File: config.mk
export PLATFORM = sky130hd
export DESIGN_NAME = sfir_mac
export DESIGN_NICKNAME = d
export VERILOG_FILES = /design/src/hdl/sfir_pkg.sv /design/src/hdl/sfir_mac.sv
export SDC_FILE = /design/constraint.sdc
export NUM_CORES = 1
export LEC_CHECK = 0
export ABC_AREA = 1
export BUFFER_PORTS_ARGS = -buffer_cell sky130_fd_sc_hd__buf_2
export CORE_ASPECT_RATIO = 1.2
export CORE_MARGIN = 10
export CORE_UTILIZATION = 30
export CTS_CLUSTER_SIZE = 25
export DETAILED_ROUTE_END_ITERATION = 8
export PLACE_DENSITY = 0.48
export SLEW_MARGIN = 10
export SYNTH_ARGS = -nofsm -noshare
export SYNTH_HDL_FRONTEND = slang
export SYNTH_SLANG_ARGS = --single-unit
export TNS_END_PERCENT = 5
File: constraint.sdc
create_clock -name clk -period 5.85 [get_ports clk]
set_input_delay 0.585 -clock clk [delete_from_list [all_inputs] [get_ports clk]]
set_output_delay 0.585 -clock clk [all_outputs]
set_load 0.01 [all_outputs]
File: src/hdl/sfir_pkg.sv
// sfir_pkg: shared constants, command codes and control struct for the stereo fir filter
// depends on nothing; imported by the interfaces and every module of the block but sfir_ram
package sfir_pkg;

  // default configuration
  localparam int TAPS_DEF        = 40;
  localparam int SAMPLE_BITS_DEF = 24;
  localparam int WEIGHT_BITS_DEF = 18;

  // fixed field width of the coefficient position
  localparam int INDEX_BITS = 6;

  // the accumulator never grows past this width; sums wrap modulo 2^64 beyond it
  localparam int ACC_LIMIT = 64;

  // command codes of an input item
  localparam logic CMD_SAMPLE = 1'b0;
  localparam logic CMD_LOAD   = 1'b1;

  // per-tap control from the sequencer to the multiply-accumulate lanes
  typedef struct packed {
    logic clear;     // zero the accumulator at the start of a sample
    logic mul_en;    // memory read data valid, capture a product
    logic mul_zero;  // tap not yet written or history older than the stream
    logic acc_en;    // add the captured product
  } mac_ctrl_t;

endpackage

File: src/hdl/sfir_mac.sv
// sfir_mac: one channel lane; registered product, wide accumulator, round half up
// and saturation to the sample range; depends on sfir_pkg
module sfir_mac import sfir_pkg::*; #(
  parameter int  TAPS        = TAPS_DEF,
  parameter int  SAMPLE_BITS = SAMPLE_BITS_DEF,
  parameter int  WEIGHT_BITS = WEIGHT_BITS_DEF,
  localparam int PROD_BITS   = SAMPLE_BITS + WEIGHT_BITS,
  localparam int ACC_RAW     = PROD_BITS + $clog2(TAPS) + 1,
  localparam int ACC_BITS    = (ACC_RAW > ACC_LIMIT) ? ACC_LIMIT : ACC_RAW,
  localparam int SH_BITS     = ACC_BITS - WEIGHT_BITS + 1
) (
  input  logic                          clk,
  input  mac_ctrl_t                     ctrl,
  input  logic signed [SAMPLE_BITS-1:0] sample,
  input  logic signed [WEIGHT_BITS-1:0] weight,
  output logic signed [SAMPLE_BITS-1:0] result,
  output logic                          sat
);

  localparam logic signed [ACC_BITS-1:0] HALF = ACC_BITS'(1) << (WEIGHT_BITS - 2);

  logic signed [PROD_BITS-1:0] prod;
  logic signed [ACC_BITS-1:0]  acc;
  logic signed [ACC_BITS-1:0]  rnd;
  logic signed [ACC_BITS-1:0]  shifted;
  logic        [SH_BITS-1:0]   sv;
  logic [SH_BITS-SAMPLE_BITS:0] top;

  // product stage and accumulator
  always_ff @(posedge clk) begin
    if (ctrl.mul_en) begin
      // keep the multiply in a signed context of its own
      if (ctrl.mul_zero) begin
        prod <= '0;
      end else begin
        prod <= sample * weight;
      end
    end
    if (ctrl.clear) begin
      acc <= '0;
    end else if (ctrl.acc_en) begin
      acc <= acc + ACC_BITS'(prod);
    end
  end

  // round half up, drop the fraction bits, saturate
  assign rnd     = acc + HALF;
  assign shifted = rnd >>> (WEIGHT_BITS - 1);
  assign sv      = shifted[SH_BITS-1:0];
  assign top     = sv[SH_BITS-1:SAMPLE_BITS-1];
  assign sat     = !((&top) || !(|top));

  always_comb begin
    if (!sat) begin
      result = sv[SAMPLE_BITS-1:0];
    end else if (sv[SH_BITS-1]) begin
      result = {1'b1, {(SAMPLE_BITS-1){1'b0}}};
    end else begin
      result = {1'b0, {(SAMPLE_BITS-1){1'b1}}};
    end
  end

endmodule

---- Word level (Yosys, flattened, before mapping) ----
Index checks and enable logic that the tools add are counted.
storage, ports and cells
  flip-flop bits (word level) ............. 91
cells by class
  multiplexer cells ....................... 2
  multiply operators ...................... 1
  reductions and logical operators ........ 5
  add/sub/neg operators ................... 2
operators with widths
  cell                                                              count
  49-bit by 18-bit adder with 49-bit output, second input constant  1
  49-bit by 42-bit adder with 49-bit output                         1
  24-bit two-way mux                                                2
  24-bit by 18-bit multiplier with 42-bit output                    1
  9-bit AND reduction                                               1
  9-bit OR reduction                                                1
  1-bit logical NOT                                                 2
  1-bit logical OR                                                  1

---- Depth between registers and ports, before layout ----
  depth in word-level cells ............... 5
  depth in mapped cells ................... 28
  gate-level depth less buffers ........... 27

---- Least setup slack after synthesis ----
Ideal clock, no wire load.
  path type ............................... input to register
  from .................................... input port sample[23]
  to ...................................... register prod[40], data pin
  library setup time ...................... 0.253 ns
  arrival time ............................ 5.846 ns
  setup slack ............................. -0.249 ns
  path buffers ............................ 2
  cell stages on the path ................. 22
  cells stage by stage .................... clkbuf_1 > clkbuf_1 > nand2_1 > fa_1 > inv_1 > fa_1 > fa_1 > fa_1 > fa_1 > inv_1 > fa_1 > inv_1 > ha_1 > nand2_1 > nor2_1 > inv_1 > nor3_1 > nand3_1 > nand3_1 > nand2_1 > nand2_1 > nor2_1
on the way
  cells in the longest elaborated chain, start to end .. 1
ends and longest elaborated chain
  what                                            RTL line        source
  start, declared                                 sfir_mac.sv:14  input logic signed [SAMPLE_BITS-1:0] sample,
  24-bit by 18-bit multiplier with 42-bit output  sfir_mac.sv:36  prod <= sample * weight;
  end signal, assigned                            sfir_mac.sv:36
  end, declared                                   sfir_mac.sv:22  logic signed [PROD_BITS-1:0] prod;
Every way passes these cells.
A chain may end at the register's enable or synchronous reset.

---- Worst setup path in the final report ----
Ends and elaborated chain as after synthesis.

==> flow_summary.yaml <==
placement:
  place_hpwl_um: 68200
  io_buffers: 71
  gp_congestion: 0.904
final_layout:
  synthToLayoutAreaGrowth_pct: 17.5
  drive_above_1_share_pct: 12.2
  post-route-util_pct: 35.7
  final_nets: 4425
  diodes: 0
  layout_common_cells: "nand2_1, inv_1, fa_1, nor2_1, buf_4"
  final_common_cell: "nand2_1"
logic_synthesis:
  synthXorXnorAreaFrac_pct: 1.96
  synthSimpleGateAreaFrac_pct: 23.5
  synth-seq-area-share_pct: 9.12
  syn_avg_cell_area_sq_um: 6.93
  postSynthCellCount: 3544
  synth_compound_area_share_pct: 6.58
  synth.area.mux_share_pct: 0
  syn_nets: 4171
  synthAdderAreaFrac_pct: 42.5
  synth_seq_cells: 91
  synth_top_family_by_area: "adder cells"
  netlist_area_sq_mm: 0.0246
  ys_types: 41
  yosys_warnings: 0
outcome:
  outcome: "completed"
clock_tree:
  h-tree-depth: 3
  cts_root_buf: "clkbuf_16"
  clk_latency_ns: 0.37
  path_clk_slew_ns: 0.07
  clock_sinks: 91
  cts_buffers: 9
  ctsLongestPathBuffers: 2
  cts_tree: "yes"
worst_setup_path:
  path_class: "input port to flop"
  slowest_delay_ns: 0.55
  critPathCaptureType: "flop"
  slowest_stage: "fa_1"
  cp_common_cell: "inv_1"
  critPathMaxFanout: 9
  critPathLaunchType: "input port"
  cp.arrival_ns: 5.78
  required_ns: 5.99
timing:
  min_period_ns: 5.64
  rsz0062_at_grt: "true"
  timing.hold.ws_ns: 0.487
  worst_clock_skew_ns: 0.0126
  maxSlewViolCount: 0
  fin_crit_sh_pct: 96.5
  worstMarginPinSlew_ns: 1.19
  final-hold-violation-count: 0
  clock.fmax_ghz: 0.177
  setup_viol: 0
  slew_headroom_pct: 20.5
grt:
  antenna_found_initial: 1
  grt_overflow: 0
  grt_first_pass_wirelength_um: 122000
  grt_usage_pct: 16.4
  grt_max_degree: 64
  grt_pass1_vias: 22900
route:
  wl_per_cell_um: 15.7
  vias: 21600
  drt_iter0_markers: 909
  route.detailed.drc: 0
  wl_um: 76200
  first_pass_iters: 5
  via_per_inst: 4.46
  final_antenna_net_count: 0
floorplanning:
  initial_core_util_pct: 30.4
  io_pins: 72
  rows: 114
  core_sq_mm: 0.0809
  fp.dieW_um: 281
  dieArea_sq_mm: 0.0938
  fp.dieH_um: 334
job:
  maxCapViolations: 0
min_path:
  hold_class: "flop to flop"
[synth_stat cells (all sizes together)]
cell type	instances	area, sq um
a211oi	1	7.51
a21boi	1	7.51
a21o	8	60.1
a21oi	144	721
a31o	1	8.76
a31oi	7	43.8
and2	3	18.8
and3	1	6.26
buf	12	60.1
clkbuf	96	360
clkinv	1	3.75
dfxtp	49	981
edfxtp	42	1260
fa	426	8530
ha	154	1930
inv	953	3580
nand2	974	3660
nand3	89	450
nand4	29	181
nor2	327	1250
nor3	27	135
nor4	3	33.8
o211ai	3	22.5
o21a	7	52.6
o21ai	104	524
o21bai	20	154
o31ai	2	15.0
or2	6	37.5
xnor2	10	87.6
xor2	44	393
[stage by stage]
step | setup WS [ns] | cell area, sq um | cells | TNS (ns)
after floorplan | -0.00500 | 24600 | 3544 | -0.00500
after global placement | -0.477 | 28100 | 4827 | -7.53
after global routing | -0.0406 | 28900 | 4847 | -0.0829
after detailed placement | -0.554 | 28100 | 4827 | -8.81
final | 0.207 | 28900 | 4847 | 0
after CTS | -0.00542 | 28400 | 4843 | -0.0108
[worst paths after layout]
kind                    from  endpoint  slack [ns]  depth (start not counted)
setup / recovery  sample[23]  prod[40]        0.21                         30
hold / removal        acc[0]    acc[0]        0.49                          2
setup reg to reg      acc[0]   acc[28]        2.94                         13
hold reg to reg       acc[0]    acc[0]        0.49                          2
[registers in the layout, indices dropped and copies added (netlist names)]
register and flops:
acc 49, prod 42
[cell type report]
| type | count | area, sq um |
|---|---|---|
| fillers | 8798 | 52000 |
| multi-input cells | 2391 | 18700 |
| inverters | 954 | 3580 |
| repair buffers | 351 | 2690 |
| flip-flops and latches | 91 | 2240 |
| well taps | 1044 | 1310 |
| clock buffers | 11 | 253 |
| clock inverters | 5 | 65.1 |
[critical path: cells and delay by family]
kind          cells  cell delay [ns]
simple gates     10             0.93
fa+ha+maj         7             3.07
buf+inv          13             1.19
[routing by layer]
layer,track usage (%),share of wire [%],vias to the layer above,routed length (um)
met4,4.26,2.6,2,2000
met1,19.4,43,10400,32500
li1,-,-,10800,-
met3,0.992,1.7,79,1260
met2,31.6,53,261,40400
met5,0,0.0092,-,7
[kinds of logic after synthesis]
logic type	Yosys count
simple gates	1459
compound gates	298
flops	91
xor+xnor	54
buf+inv	1062
fa+ha+maj	580
[timing repair]
item | CTS | global route
resized for setup | 5 | 112
pin swaps | 0 | 25
setup endpoints to repair | 5 | 27
setup buffers | 0 | 4
hold buffers | 0 | 0
Power is left out: the tool's default activity adds up to more than one toggle a clock period on the data nets, which glitch-free logic cannot reach.
