===== src/hdl/sfir_ram.sv =====
// sfir_ram: generic single-write, single-read memory with registered read data
// depends on nothing
module sfir_ram #(
  parameter int  WIDTH = 8,
  parameter int  DEPTH = 2,
  localparam int AW    = (DEPTH > 1) ? $clog2(DEPTH) : 1
) (
  input  logic             clk,
  input  logic             we,
  input  logic [AW-1:0]    waddr,
  input  logic [WIDTH-1:0] wdata,
  input  logic [AW-1:0]    raddr,
  output logic [WIDTH-1:0] rdata
);

  logic [WIDTH-1:0] mem [DEPTH];

  // write port and registered read port
  always_ff @(posedge clk) begin
    if (we) begin
      mem[waddr] <= wdata;
    end
    rdata <= mem[raddr];
  end

endmodule


===== config.mk =====
export PLATFORM = sky130hd
export DESIGN_NAME = sfir_ram
export DESIGN_NICKNAME = d
export VERILOG_FILES = /design/src/hdl/sfir_ram.sv
export SDC_FILE = /design/constraint.sdc
export NUM_CORES = 1
export LEC_CHECK = 0
export BUFFER_PORTS_ARGS = -buffer_cell sky130_fd_sc_hd__buf_4
export CAP_MARGIN = 0
export CORE_MARGIN = 8
export CORE_UTILIZATION = 48
export DETAILED_ROUTE_END_ITERATION = 7
export PLACE_DENSITY = 0.73
export SYNTH_ARGS = -nofsm -noshare
export SYNTH_HDL_FRONTEND = slang
export SYNTH_SLANG_ARGS = --single-unit

===== constraint.sdc =====
create_clock -name clk -period 1 [get_ports clk]
set_clock_uncertainty 0.05 [all_clocks]
set_input_delay 0 -clock clk [delete_from_list [all_inputs] [get_ports clk]]
set_output_delay 0 -clock clk [all_outputs]
set_load 0.05 [all_outputs]

== After elaboration in Yosys (flattened, before gate mapping) ==
Memories as Yosys holds them, arrays and structs flattened. A register that Yosys moved wholly into a read port is not among the register bits.
Index checks and enable logic that the tools add are counted.

* Register bits: 0
* Bits in writable memories: 16
* Input port bits: 12
* Output and inout port bits: 8
* Memories: 1

{| class="wikitable"
|+ Memory list
! memory !! words !! width !! rd ports !! clocked after Yosys merged registers in !! write ports !! line !! RTL
|-
| mem || 2 || 8 || 1 || 1 || 1 || 16 || <nowiki>logic [WIDTH-1:0] mem [DEPTH];</nowiki>
|}

* Muxes and demuxes: 2

{| class="wikitable"
|+ Operator list
! kind !! number
|-
| two-way mux 1 bit || 2
|}

== Logic depth before layout (Yosys ltp) ==
Gate-level depths: netlist of run 1.

* Depth in word-level cells: 2
* Gate-level depth with buffers: 2

== Worst setup path before layout of run 1 ==
Ideal clock, no wire load.

* Path kind: input to register
* Start: input port we
* End: memory mem[0][0], enable pin
* Arrival: 0.420 ns
* Required time: 0.577 ns
* Slack: 0.157 ns
* Stages on the path: 1
* Cells stage by stage: nor2b_1

* Longest elaborated chain between the ends: 2

{| class="wikitable"
|+ Ends and longest elaborated chain
! item !! line !! RTL
|-
| start, declared || 9 || <nowiki>input logic we,</nowiki>
|-
| two-way mux 1 bit || 20 || <nowiki>if (we) begin</nowiki>
|-
| two-way mux 1 bit (not written as such) || 21 || <nowiki>mem[waddr] <= wdata;</nowiki>
|-
| end, declared || 16 ||
|}

Every way passes these cells.

== Final worst setup path of run 1 ==
* Start: register rdata[5] (read register of mem)
* End: output port rdata[5]

{| class="wikitable"
|+ RTL lines
! item !! line !! RTL
|-
| start, declared || 13 || <nowiki>output logic [WIDTH-1:0] rdata</nowiki>
|}

No word-level cell between the ends.

==> results of run 1 <==
-- cells by family after synthesis --
group | share of synthesized area
flip-flops | 0.8166
multiplexers | 0.1531
AND/OR/NAND/NOR | 0.01596
buffers and inverters | 0.01435
-- layout make-up --
type                            count  share of cell area
Tap cell                           16             0.01907
Clock buffer                        4             0.02503
Sequential cell                    24              0.6102
Timing Repair Buffer               28              0.2193
Multi-Input combinational cell     10              0.1263
-- sequential cells by signal, summed over array words and instances, names as in the netlist --
name,count
rdata,8
mem,16
-- how the worst max path moves through the flow --
stage          startpoint        end  slack [ns]  cells after the start
4_1_cts          rdata[5]   rdata[5]        0.11                      1
2_1_floorplan          we  mem[0][0]        0.16                      1
3_3_place_gp        waddr  mem[1][2]        0.19                      2
5_1_grt          rdata[5]   rdata[5]        0.09                      1
3_5_place_dp        waddr  mem[1][2]        0.17                      2
6_report         rdata[5]   rdata[5]        0.13                      1
-- layer usage --
layer	up-vias	wire [microns]	part of all wire	GRT usage
met2	14	505	0.49	0.1129
li1	192	-	-	-
met3	0	92	0.089	0.04270
met4	0	0	0	0.03093
met5	-	0	0	0
met1	176	437	0.42	0.06604
-- repair_timing --
item	in CTS	in global routing
setup buffers	0	0
endpoints found under the hold margin	16	0
hold buffers	8	0
-- power breakdown --
group / total [W] / switching [W] / internal (W)
clock: 0.000397 / 0.000242 / 0.000155
sequential: 0.00115 / 0.0000175 / 0.00114
combinational: 0.000291 / 0.000159 / 0.000132
total: 0.00184 / 0.000419 / 0.00142
-- metrics by stage --
step	power [W]	cells	instance area, sq um	hold WS [ns]
2_1_floorplan	0.001349	35	784.5	0.04887
3_3_place_gp	0.001440	70	943.4	0.1360
3_5_place_dp	0.001446	70	943.4	0.1377
4_1_cts	0.001869	82	1050	0.01804
5_1_grt	0.001921	82	1050	0.01572
6_report	0.001841	82	1050	0.02263
-- layout by cell type, fill, tap and decap left out --
cell type      netlist  layout
buf_4                0      20
mux2_4               8       8
clkbuf_4             0       3
nor2b_1              1       1
and2_1               1       1
clkbuf_1             0       1
edfxtp_1            16      16
dfxtp_1              8       8
dlygate4sd3_1        0       8
==> impl_metrics.tcl, run 1 <==
set metrics [dict create \
    worst-r2r-setup-slack_ns 0.18 \
    viasPerCell 4.659 \
    ff2ff_path_depth 1 \
    crit_slowest_cell "dfxtp_1" \
    numCtsBuffers 3 \
    synth_top_cell_by_area "edfxtp_1" \
    cp_max_fo 1 \
    hp-start "raddr" \
    ir_worst_vdd_uv 1256 \
    setup-tns-final_ns 0 \
    hold_depth 2 \
    maxCapViolCount 0 \
    die_h_microns 56.43 \
    r2r-end "rdata[3]" \
    synth-seq-cells 24 \
    critPathLaunchType "flip-flop" \
    hold_viol 0 \
    fill_cells 101 \
    root_buffer "clkbuf_4" \
    rsz0062_at_grt "false" \
    htree_levels 1 \
    clkSlewWorstSetupHoldPaths_ns 0.12 \
    die_w_microns 56.43 \
    grt_antenna_before_repair 0 \
    whs_endpoint "rdata[5]" \
    gp_congestion 0.6091 \
    async_flop_share 0 \
    drc 0 \
    fin_crit_sh 0.8732 \
    nNetsFinal 79 \
    p_leak_nw 0.4330 \
    wire_per_inst_microns 12.63 \
    powerDensity_mw_per_mm2 1754 \
    path_class "reg -> out" \
    synth_edf_count 16 \
    synth_common_cells "16 x edfxtp_1, 8 x dfxtp_1, 8 x mux2_4" \
    cts.path.max_buffers 2 \
    drtPass1Iterations 4 \
    port_buffers 19 \
    worst-path-buf-inv 1 \
    outcome "complete, no violations" \
    postLayoutSetupSlackWorst_ns 0.1268 \
    setup_violations 0 \
    std_cell_rows 14 \
    synth.distinct_cells 6 \
    cts_resized 0 \
    grt_max_degree 14 \
    syn_area_per_cell_sq_um 22.41 \
    critical_path.endpoint_type "output port" \
    fmax_mhz 1145 \
    maxSlewViolCount 0 \
    synthFlopType "edfxtp_1" \
    clock_sinks 24 \
    grt_pass1_wl_microns 1718 \
    pre_cts_slack_ns 0.1747 \
    cpPeakStageDelay_ns 0.33 \
    clock_latency_ns 0.30 \
    vias 382 \
    synth_cells 35 \
    grt-ovfl-total 0 \
    post-route-util 0.6888 \
    period_minus_slack_ns 0.8732 \
    yosysTopAreaCellShare 0.6124 \
    syn_nets 47 \
    synth_area_sq_um 784.5 \
    grt_pass1_vias 420 \
    synth_warnings 0 \
    tightestPinTransition_ns 0.3569 \
    cp_top_family "flip-flops" \
    multi_input_area_sq_um 132.6 \
    ios 20 \
    drt-initial-drc-count 6 \
    initial_core_util 0.5148 \
    die_area_sq_mm 0.003184 \
    yosysMostFrequentCell "edfxtp_1" \
    crit_chain "buf_4" \
    area_growth_pct 33.81 \
    drive_gt1_frac 0.4697 \
    grt_use_total 0.06860 \
    hold_class "in -> reg" \
    core_area_sq_mm 0.001524 \
    detail-route-antenna-nets 0 \
    antennaDiodeCount 0 \
    routed_wl_microns 1036 \
    critPathRequiredTime_ns 0.95 \
    ys_seq_area_frac 0.8166 \
    cts_tree "done" \
    final-seq-area_sq_um 640.6 \
    slew_headroom 0.7620 \
    cp.arrival_ns 0.82 \
    timing.rr.start "mem[1][3]" \
    synthTopCellsByArea "edfxtp_1 61%, dfxtp_1 20%, mux2_4 15%, buf_6 1.4%, and2_1 0.80%" \
]
Power figures use the tool's default switching activity.
==> run 2: changes to the inputs <==
- CORE_MARGIN: 8 -> 10
- PLACE_DENSITY: 0.73 -> not set
- PLACE_DENSITY_LB_ADDON: not set -> 0.3
==> impl_metrics.tcl, run 2 (synthesis results as in run 1) <==
set metrics [dict create \
    die_area_sq_mm 0.003651 \
    ios 20 \
    hold_class "in -> reg" \
    critPathRequiredTime_ns 0.95 \
    slew_headroom 0.7508 \
    use_met2 0.1059 \
    p_leak_nw 0.4334 \
    grt_util_met1 0.05993 \
    critical_path.endpoint_type "output port" \
    port_buffers 19 \
    grt_antenna_before_repair 0 \
    ir_worst_vdd_uv 1138 \
    powerDensity_mw_per_mm2 1764 \
    hold_ws_ns 0.007407 \
    grt_max_degree 14 \
    regMostFlops "mem" \
    final_common_cell "buf_4" \
    std_cell_rows 14 \
    worst-path-buf-inv 1 \
    largest_reg_flops 16 \
    busiest_layer "met2" \
    fill_cells 103 \
    drt-initial-drc-count 4 \
    htree_levels 1 \
    ff2ff_path_depth 1 \
    numCtsBuffers 3 \
    viasPerCell 4.573 \
    setup_violations 0 \
    clkSlewWorstSetupHoldPaths_ns 0.12 \
    hold_viol 0 \
    clock_sinks 24 \
    grt_use_met3 0.03549 \
    cp.arrival_ns 0.84 \
    rsz0062_at_grt "false" \
    drive_gt1_frac 0.4697 \
    area_growth_pct 33.81 \
    final_cell_area_sq_mm 0.001050 \
    clock_latency_ns 0.31 \
    critPathLaunchType "flip-flop" \
    endpoint "rdata[4]" \
    detail-route-antenna-nets 0 \
    worst-path-stages 1 \
    crit_slowest_cell "dfxtp_1" \
    die_h_microns 60.43 \
    gp_congestion 0.6709 \
    final_cell_mix "20 x buf_4, 16 x edfxtp_1, 8 x mux2_4, 8 x dlygate4sd3_1, 8 x dfxtp_1" \
    cp_top_family "flip-flops" \
    fin_crit_sh 0.8883 \
    maxCapViolCount 0 \
    tightestPinTransition_ns 0.3738 \
    vias 375 \
    setup-tns-final_ns 0 \
    grt_pass1_vias 396 \
    cts.path.max_buffers 2 \
    initial_core_util 0.5148 \
    antennaDiodeCount 0 \
    crit_chain "buf_4" \
    maxSlewViolCount 0 \
    hold_depth 2 \
    routed_wl_microns 1095 \
    grt-ovfl-total 0 \
    fmax_mhz 1126 \
    cp_max_fo 1 \
    r2r-end "rdata[7]" \
    grt_use_total 0.06343 \
    worst-r2r-setup-slack_ns 0.20 \
    path_class "reg -> out" \
    outcome "complete, no violations" \
    cp-startpoint "rdata[4]" \
    timing.rr.start "mem[0][7]" \
    pre_cts_slack_ns 0.1700 \
    wire_per_inst_microns 13.35 \
    postLayoutSetupSlackWorst_ns 0.1117 \
    cts_tree "done" \
    cpPeakStageDelay_ns 0.34 \
    drc 0 \
    core_area_sq_mm 0.001524 \
    root_buffer "clkbuf_4" \
    die_w_microns 60.43 \
    grt_pass1_wl_microns 1690 \
    drtPass1Iterations 4 \
    postPlaceCellArea_sq_um 943.4 \
    top_regs "mem (16), rdata (8)" \
    period_minus_slack_ns 0.8883 \
    nNetsFinal 79 \
]
run 2: changes by cell type in the layout (fill, tap and decap cells not counted):
cell	before	now
clkinv_1	0	1
clkbuf_1	1	0
run 2: layout make-up:
class / count / area (sq um) / area share
multi-input combinational: 10 / 132.6 / 0.1263
clock inverter: 1 / 3.754 / 0.003576
clock buffer: 3 / 22.52 / 0.02145
timing repair buffer: 28 / 230.2 / 0.2193
tap: 16 / 20.02 / 0.01907
sequential: 24 / 640.6 / 0.6102
run 2: report_power, final:
part | total, W | switching [W] | leakage (nW) | internal (W)
clock network | 0.000410 | 0.000264 | 0.0154 | 0.000146
registers | 0.00115 | 0.0000171 | 0.218 | 0.00114
logic | 0.000289 | 0.000158 | 0.200 | 0.000132
total | 0.00185 | 0.000439 | 0.433 | 0.00141
run 2: stage by stage:
step	std cells	utilization	power [W]
after floorplan	35	-	0.001349
after global placement	70	0.6190	0.001441
after detailed placement	70	0.6190	0.001444
after CTS	82	0.6888	0.001864
after global routing	82	0.6888	0.001940
final	82	0.6888	0.001852
run 2: worst min path at each step:
stage	start	end
5_1_grt	raddr	rdata[4]
6_report	raddr	rdata[3]
3_3_place_gp	wdata[4]	mem[0][4]
2_1_floorplan	wdata[0]	mem[0][0]
4_1_cts	raddr	rdata[0]
3_5_place_dp	wdata[4]	mem[0][4]
run 2: metal layers:
| metal | share of wire | up-vias |
|---|---|---|
| met4 | 0.017 | 0 |
| met1 | 0.39 | 166 |
| met3 | 0.10 | 2 |
| met5 | 0 | - |
| li1 | - | 191 |
| met2 | 0.49 | 16 |
run 2: timing repair:
action                    CTS  global route
hold endpoints to repair   16             0
resized for setup           0             0
setup buffers               0             0
hold buffers                8             0
