### src/hdl/sfir_pkg.sv
// sfir_pkg: shared constants, command codes and control struct for the stereo fir filter
// depends on nothing; imported by the interfaces and every module of the block but sfir_ram
package sfir_pkg;

  // default configuration
  localparam int TAPS_DEF        = 40;
  localparam int SAMPLE_BITS_DEF = 24;
  localparam int WEIGHT_BITS_DEF = 18;

  // fixed field width of the coefficient position
  localparam int INDEX_BITS = 6;

  // the accumulator never grows past this width; sums wrap modulo 2^64 beyond it
  localparam int ACC_LIMIT = 64;

  // command codes of an input item
  localparam logic CMD_SAMPLE = 1'b0;
  localparam logic CMD_LOAD   = 1'b1;

  // per-tap control from the sequencer to the multiply-accumulate lanes
  typedef struct packed {
    logic clear;     // zero the accumulator at the start of a sample
    logic mul_en;    // memory read data valid, capture a product
    logic mul_zero;  // tap not yet written or history older than the stream
    logic acc_en;    // add the captured product
  } mac_ctrl_t;

endpackage

### src/hdl/sfir_seq.sv
// sfir_seq: sequencer of the stereo fir filter; head pointer, fill count, weight
// valid bits, tap address generation and read pipeline control; depends on sfir_pkg
module sfir_seq import sfir_pkg::*; #(
  parameter int  TAPS = TAPS_DEF,
  localparam int AW   = $clog2(TAPS)
) (
  input  logic                  clk,
  input  logic                  rst,
  input  logic                  in_valid,
  input  logic                  command,
  input  logic [INDEX_BITS-1:0] tap_index,
  input  logic                  out_free,
  output logic                  in_ready,
  output logic                  hist_we,
  output logic [AW-1:0]         hist_wa,
  output logic [AW-1:0]         hist_ra,
  output logic                  wt_we,
  output logic [AW-1:0]         wt_wa,
  output logic [AW-1:0]         wt_ra,
  output logic                  fin_load,
  output mac_ctrl_t             ctrl
);

  typedef enum logic [3:0] {
    ST_IDLE   = 4'b0001,
    ST_RUN    = 4'b0010,
    ST_DRAIN  = 4'b0100,
    ST_FINISH = 4'b1000
  } seq_state_t;

  localparam logic [AW-1:0] LAST = AW'(TAPS - 1);

  seq_state_t      state;
  seq_state_t      state_next;
  logic [AW-1:0]   ptr;       // history slot of the next sample
  logic [AW-1:0]   fill;      // samples seen so far, held at TAPS-1
  logic [TAPS-1:0] wvalid;    // coefficient written since reset
  logic [AW-1:0]   k;         // tap under read
  logic [AW-1:0]   rd_hist;   // history slot of tap k
  logic            rd_v;
  logic            rd_ok;
  logic            prod_v;
  logic            accept;
  logic            sample_go;
  logic            load_go;
  logic            tap_ok;

  // input transfer decode
  assign in_ready  = (state == ST_IDLE);
  assign accept    = in_valid && in_ready;
  assign sample_go = accept && (command == CMD_SAMPLE);
  assign load_go   = accept && (command == CMD_LOAD);

  // memory ports
  assign wt_we   = load_go && (int'(tap_index) < TAPS);
  assign wt_wa   = AW'(tap_index);
  assign wt_ra   = k;
  assign hist_we = sample_go;
  assign hist_wa = ptr;
  assign hist_ra = rd_hist;

  // a tap contributes only if its weight was written and its sample exists
  assign tap_ok = wvalid[k] && (k <= fill);

  // lane control
  assign fin_load      = (state == ST_FINISH) && out_free;
  assign ctrl.clear    = sample_go;
  assign ctrl.mul_en   = rd_v;
  assign ctrl.mul_zero = !rd_ok;
  assign ctrl.acc_en   = prod_v;

  // next state
  always_comb begin
    state_next = state;
    unique case (state)
      ST_IDLE: begin
        if (sample_go) state_next = ST_RUN;
      end
      ST_RUN: begin
        if (k == LAST) state_next = ST_DRAIN;
      end
      ST_DRAIN: begin
        if (!rd_v && !prod_v) state_next = ST_FINISH;
      end
      ST_FINISH: begin
        if (out_free) state_next = ST_IDLE;
      end
      default: state_next = ST_IDLE;
    endcase
  end

  // state, pointers and read pipeline
  always_ff @(posedge clk) begin
    if (rst) begin
      state   <= ST_IDLE;
      ptr     <= '0;
      fill    <= '0;
      wvalid  <= '0;
      k       <= '0;
      rd_hist <= '0;
      rd_v    <= 1'b0;
      rd_ok   <= 1'b0;
      prod_v  <= 1'b0;
    end else begin
      state  <= state_next;
      rd_v   <= (state == ST_RUN);
      rd_ok  <= tap_ok;
      prod_v <= rd_v;
      if (wt_we) begin
        wvalid[wt_wa] <= 1'b1;
      end
      if (sample_go) begin
        k       <= '0;
        rd_hist <= ptr;
        ptr     <= (ptr == LAST) ? '0 : ptr + 1'b1;
      end else if (state == ST_RUN) begin
        k       <= k + 1'b1;
        rd_hist <= (rd_hist == '0) ? LAST : rd_hist - 1'b1;
      end
      if (fin_load && (fill != LAST)) begin
        fill <= fill + 1'b1;
      end
    end
  end

endmodule

### config.mk
export PLATFORM = sky130hd
export DESIGN_NAME = sfir_seq
export DESIGN_NICKNAME = d
export VERILOG_FILES = /design/src/hdl/sfir_pkg.sv /design/src/hdl/sfir_seq.sv
export SDC_FILE = /design/constraint.sdc
export NUM_CORES = 1
export LEC_CHECK = 0
export BUFFER_PORTS_ARGS = -buffer_cell sky130_fd_sc_hd__buf_2
export CORE_MARGIN = 2
export CORE_UTILIZATION = 57
export DETAILED_ROUTE_END_ITERATION = 6
export GPL_TIMING_DRIVEN = 0
export HOLD_SLACK_MARGIN = 0.06
export PLACE_DENSITY = 0.79
export RECOVER_POWER = 25
export SYNTH_ARGS = -nofsm -noshare
export SYNTH_HDL_FRONTEND = slang
export SYNTH_SLANG_ARGS = --single-unit
### constraint.sdc
create_clock -name clk -period 2 [get_ports clk]
set_input_delay 0.3 -clock clk [delete_from_list [all_inputs] [get_ports clk]]
set_output_delay 0.3 -clock clk [all_outputs]
set_load 0.02 [all_outputs]
# Word-level counts from Yosys, hierarchy flattened
# Index checks and enable logic that the tools add are counted.
# Widths: inputs -> output; s select.
[totals] register_bits=71 word_cells=60 output_inout_bits=32 inputBits=11
[classes] add_sub_neg=4 eq_ne=11 reduce_logical=16 order_cmp=5 bitwise=2 n_mux=13
[op_table] op="$or 40x40->40" count=1
[op_table] op="$mux 6" count=4
[op_table] op="$add 6x1->6 const B" count=3
[op_table] op="$mux 4" count=4
[op_table] op="$pmux 4 s4" count=1
[op_table] op="$lt 6x7->1 const B" count=2
[op_table] op="$eq 6x6->1 const B" count=2
[op_table] op="$logic_and 1x1->1" count=9
[op_table] op="$bmux 1 s6" count=1
[op_table] op="$demux 1 s6" count=1
[op_table] op="$ge 6x1->1 const B" count=1
[op_table] op="$le 6x6->1" count=1
[op_table] op="$logic_not 6->1" count=1
[op_table] op="$lt 6x6->1 const B" count=1
[op_table] op="$ne 2x2->1 const B" count=3
[op_table] op="$ne 6x6->1 const B" count=1
[op_table] op="$sub 6x1->6 const B" count=1
[op_table] op="$eq 4x1->1 const B" count=1
[op_table] op="$eq 4x2->1 const B" count=1
[op_table] op="$eq 4x3->1 const B" count=1
[op_table] op="$eq 4x4->1 const B" count=1
[op_table] op="$reduce_and 4->1" count=1
[op_table] op="$logic_not 1->1" count=3
[op_table] op="$mux 1" count=2
[op_table] op="4 further kinds" count=4

# Depth between registers and ports, before layout
[depth] ltp_word=5 depth_mapped=8 ltp_nobuf=7

# Worst setup path after synthesis
# No wires, ideal clock.
[synth_path] path_type="reg-to-output" from="reg state[3]" to="out ctrl[3] in the netlist's numbering" slack_ns=-0.049 arrival_ns=1.749 path_stages_with_launch=6 n_path_buf=2 required_ns=1.700 path_cell_list="dfxtp_1 -> nor4b_4 -> nand3b_4 -> clkinv_2 -> buf_2 -> buf_4"
[synth_between] elab_chain_cells=3
[synth_lines] element="from (decl)" line_no="sfir_seq.sv:33" rtl="seq_state_t state;"
[synth_lines] element="from (signal assigned)" line_no="sfir_seq.sv:105" rtl="state <= state_next;"
[synth_lines] element="$eq 4x1->1" line_no="sfir_seq.sv:49" rtl="assign in_ready = (state == ST_IDLE);"
[synth_lines] element="via in_ready" line_no="sfir_seq.sv:13" rtl="output logic in_ready,"
[synth_lines] element="$logic_and 1x1->1" line_no="sfir_seq.sv:50" rtl="assign accept = in_valid && in_ready;"
[synth_lines] element="$logic_and 1x1->1" line_no="sfir_seq.sv:51" rtl="assign sample_go = accept && (command == CMD_SAMPLE);"
[synth_lines] element="to (decl)" line_no="sfir_seq.sv:21" rtl="output mac_ctrl_t ctrl"
# The timed path passes the listed nets, and every way through them passes these cells.

# Worst setup path after layout
[layout_path] from="reg state[3]" to="reg rd_hist[4], in the netlist hist_ra[4]"
[layout_between] elab_chain_cells=4 elab_cells_between_ends=6 classes_between="eq/ne (2); mux (1); reduce/logical (3)"
[layout_lines] element="$eq 4x1->1" line_no="sfir_seq.sv:49"
[layout_lines] element="$logic_and 1x1->1" line_no="sfir_seq.sv:50"
[layout_lines] element="$logic_and 1x1->1" line_no="sfir_seq.sv:51"
[layout_lines] element="$mux 6 / $reduce_bool 2->1 (equally long branches)"
[layout_lines] element="to (signal assigned)" line_no="sfir_seq.sv:114" rtl="rd_hist <= ptr;"
[layout_lines] element="to (signal assigned)" line_no="sfir_seq.sv:118" rtl="rd_hist <= (rd_hist == '0) ? LAST : rd_hist - 1'b1;"
[layout_lines] element="to (decl)" line_no="sfir_seq.sv:39" rtl="logic [AW-1:0] rd_hist;"
# Parallel ways exist; a longest one is shown, timed or not.
# A chain may end at the register's enable or synchronous reset.

==> qor.yml <==
outcome: "complete, no violations"
ys_seq_elements: 71
vdd.ir_drop.worst_v: 0.000585
cts_tree: "built"
critPathLaunchType: "flip-flop"
fp.dieH_um: 81.1
ioPinCount: 43
final_core_util_pct: 68.5
cts_buffers: 9
final_cells: 511
path_class: "flip-flop to flip-flop"
grt_pass1_vias: 2826
grt_max_degree: 12
htree_levels: 3
max_stage_delay_ns: 0.59
dp.final_hpwl_um: 5730
yosysMostFrequentCell: "dfxtp_1"
path_cells: "or4b_4, or4_4, nor3b_2, a21oi_1, a211oi_2"
place.gp.congestion: 0.819
routed_wl_um: 8020
vias_per_cell: 5.74
antenna_found_initial: 0
routedWlPerCell_um: 15.7
ys_warn_count: 0
worstPathMaxFanout: 6
dr.pass1.iters: 4
drc: 0
die_x_um: 81.1
io_buffers: 42
power_density_nw_per_um2: 738
pre_cts_ws_ns: -0.0659
finalSetupViolCount: 0
maxSlewViolCount: 0
synthFlopType: "dfxtp_1"
synth_seq_area_share_pct: 42.0
layout_setup_ws_ns: 0.0951
cap_violations: 0
clk_pin_slew_ns: 0.08
clock_skew_ns: 0.00953
whs_ns: 0.335
nets: 453
grtUsageTotal_pct: 26.3
cts_hold_buf: 0
clk_latency_ns: 0.34
avgSynthCellArea_um2: 9.10
place_inst: 489
ant_nets: 0
grt_setup_unrepaired: "false"
initial_core_util_pct: 58.2
fmax_mhz: 525
rows: 28
area_growth_pct: 17.7
core_um2: 5820
dieArea_um2: 6570
leakagePower_nw: 1.56
synth_edf_count: 0
hp-class: "input pin to flip-flop"
cp-end-kind: "flip-flop"
drive_gt1_share_pct: 20.6
yosys.area.top_type_share_pct: 42.0
hold_viol: 0
worst_pin_slew_ns: 0.717
power_mw: 2.94
synth_cell_type_count: 56
rrSetupSlack_ns: 0.1
syn-num-nets: 394
diodes: 0
worst_ep_required_time_ns: 2.27
cts_root_buf: "clkbuf_8"
cp.arrival_ns: 2.18
period_minus_slack_ns: 1.90
finalCritPeriodShare_pct: 95.2
synthCells: 372
yosys.area.top_type: "dfxtp_1"
cp_slowest_cell: "or4b_4"
yosys-top-cells-area: "dfxtp_1 (42%), nor2_1 (7.4%), a21oi_1 (6.9%), mux4_2 (6.7%), ha_1 (4.1%)"
grt_pass1_wl_um: 13100
overflow: 0
synth_area_um2: 3390
drt_iter0_drc: 147
timing.slew.headroom_pct: 52.1
synth_commonest_cells: "dfxtp_1 (71), nor2_1 (67), a21oi_1 (47), nand2_1 (15)"
ys_async_sr_fraction_pct: 0
via_count: 2934
cts_buffer_depth: 2
cts.sinks: 71
[flip-flops by register name (all words and copies together) (netlist names)]
| signal | flops |
|---|---|
| hist_ra | 6 |
| fill | 6 |
| rd_ok | 1 |
| state | 4 |
| prod_v | 1 |
| rd_v | 1 |
| wt_ra | 6 |
| wvalid | 40 |
| hist_wa | 6 |
[cell families after synthesis]
| group | count (synthesis) | share of synthesized area [%] |
|---|---|---|
| AND/OR/NAND/NOR | 148 | 24.2 |
| AO/OA/AOI/OAI | 75 | 13.2 |
| flip-flops | 71 | 42.0 |
| buffers and inverters | 41 | 5.65 |
| XOR/XNOR | 13 | 3.36 |
| multiplexers | 13 | 7.58 |
| adder cells (fa/ha/maj) | 11 | 4.06 |
[metrics by stage]
stage | setup TNS, ns | cell area [um2]
after floorplan | 0 | 3390
after global placement | -0.0485 | 3690
final | 0 | 3990
after detailed placement | -0.139 | 3690
after CTS | -0.0123 | 3980
after global routing | 0 | 3990
[worst paths after layout]
path,startpoint,end,depth (start not counted)
worst min-delay path,in_valid,state[0],4
worst min register to register,wvalid[18],wvalid[18],2
worst max-delay path,state[3],hist_ra[4],5
worst max register to register,state[3],hist_ra[4],5
[power breakdown]
| group | leakage, nW | internal, mW | switching [mW] |
|---|---|---|---|
| registers | 0.575 | 1.43 | 0.0248 |
| logic | 0.876 | 0.115 | 0.180 |
| clock network | 0.109 | 0.675 | 0.515 |
[per-layer routing]
metal	up-vias	track usage (%)	part of all wire, %
met5	-	0	0
met4	0	13.9	2.7
met3	17	4.44	6.1
met2	95	46.2	50
met1	1395	30.7	41
li1	1427	-	-
[layout make-up]
type,count,area (um2)
clock inverter,3,40.0
multi-input combinational,260,1790
sequential,71,1430
buffer,23,138
fill,476,1830
timing repair buffer,51,256
inverter,15,68.8
clock buffer,13,169
tap,75,93.8
[worst max-delay path, delay by kind of cell, from the launching register on]
| kind | cells | cell delay (ns) |
|---|---|---|
| simple gates | 3 | 1.19 |
| compound gates | 2 | 0.27 |
| flops | 1 | 0.37 |
[placed cells by master (no fill, tap or decap), types with 3 or more instances in the layout]
master / n
nor2_1: 67
dfxtp_1: 66
a21oi_1: 47
clkbuf_1: 31
buf_2: 19
buf_4: 17
nand2_1: 15
inv_1: 14
clkbuf_8: 12
nor3_1: 11
ha_1: 11
mux4_2: 10
nor3b_1: 7
nand4_1: 7
xnor2_1: 7
nand3_1: 7
and3_1: 6
xor2_1: 6
a31oi_1: 5
clkbuf_2: 5
o21ai_0: 5
dfxtp_2: 4
buf_6: 3
nand3b_1: 3
a211oi_1: 3
nor2b_1: 3
o21a_1: 3
[repair_timing]
action,CTS,global route
pin swaps,2,2
setup endpoints to repair,8,22
gates resized for setup,15,10
buffers inserted,3,6
(Power assumes the default switching activity.)
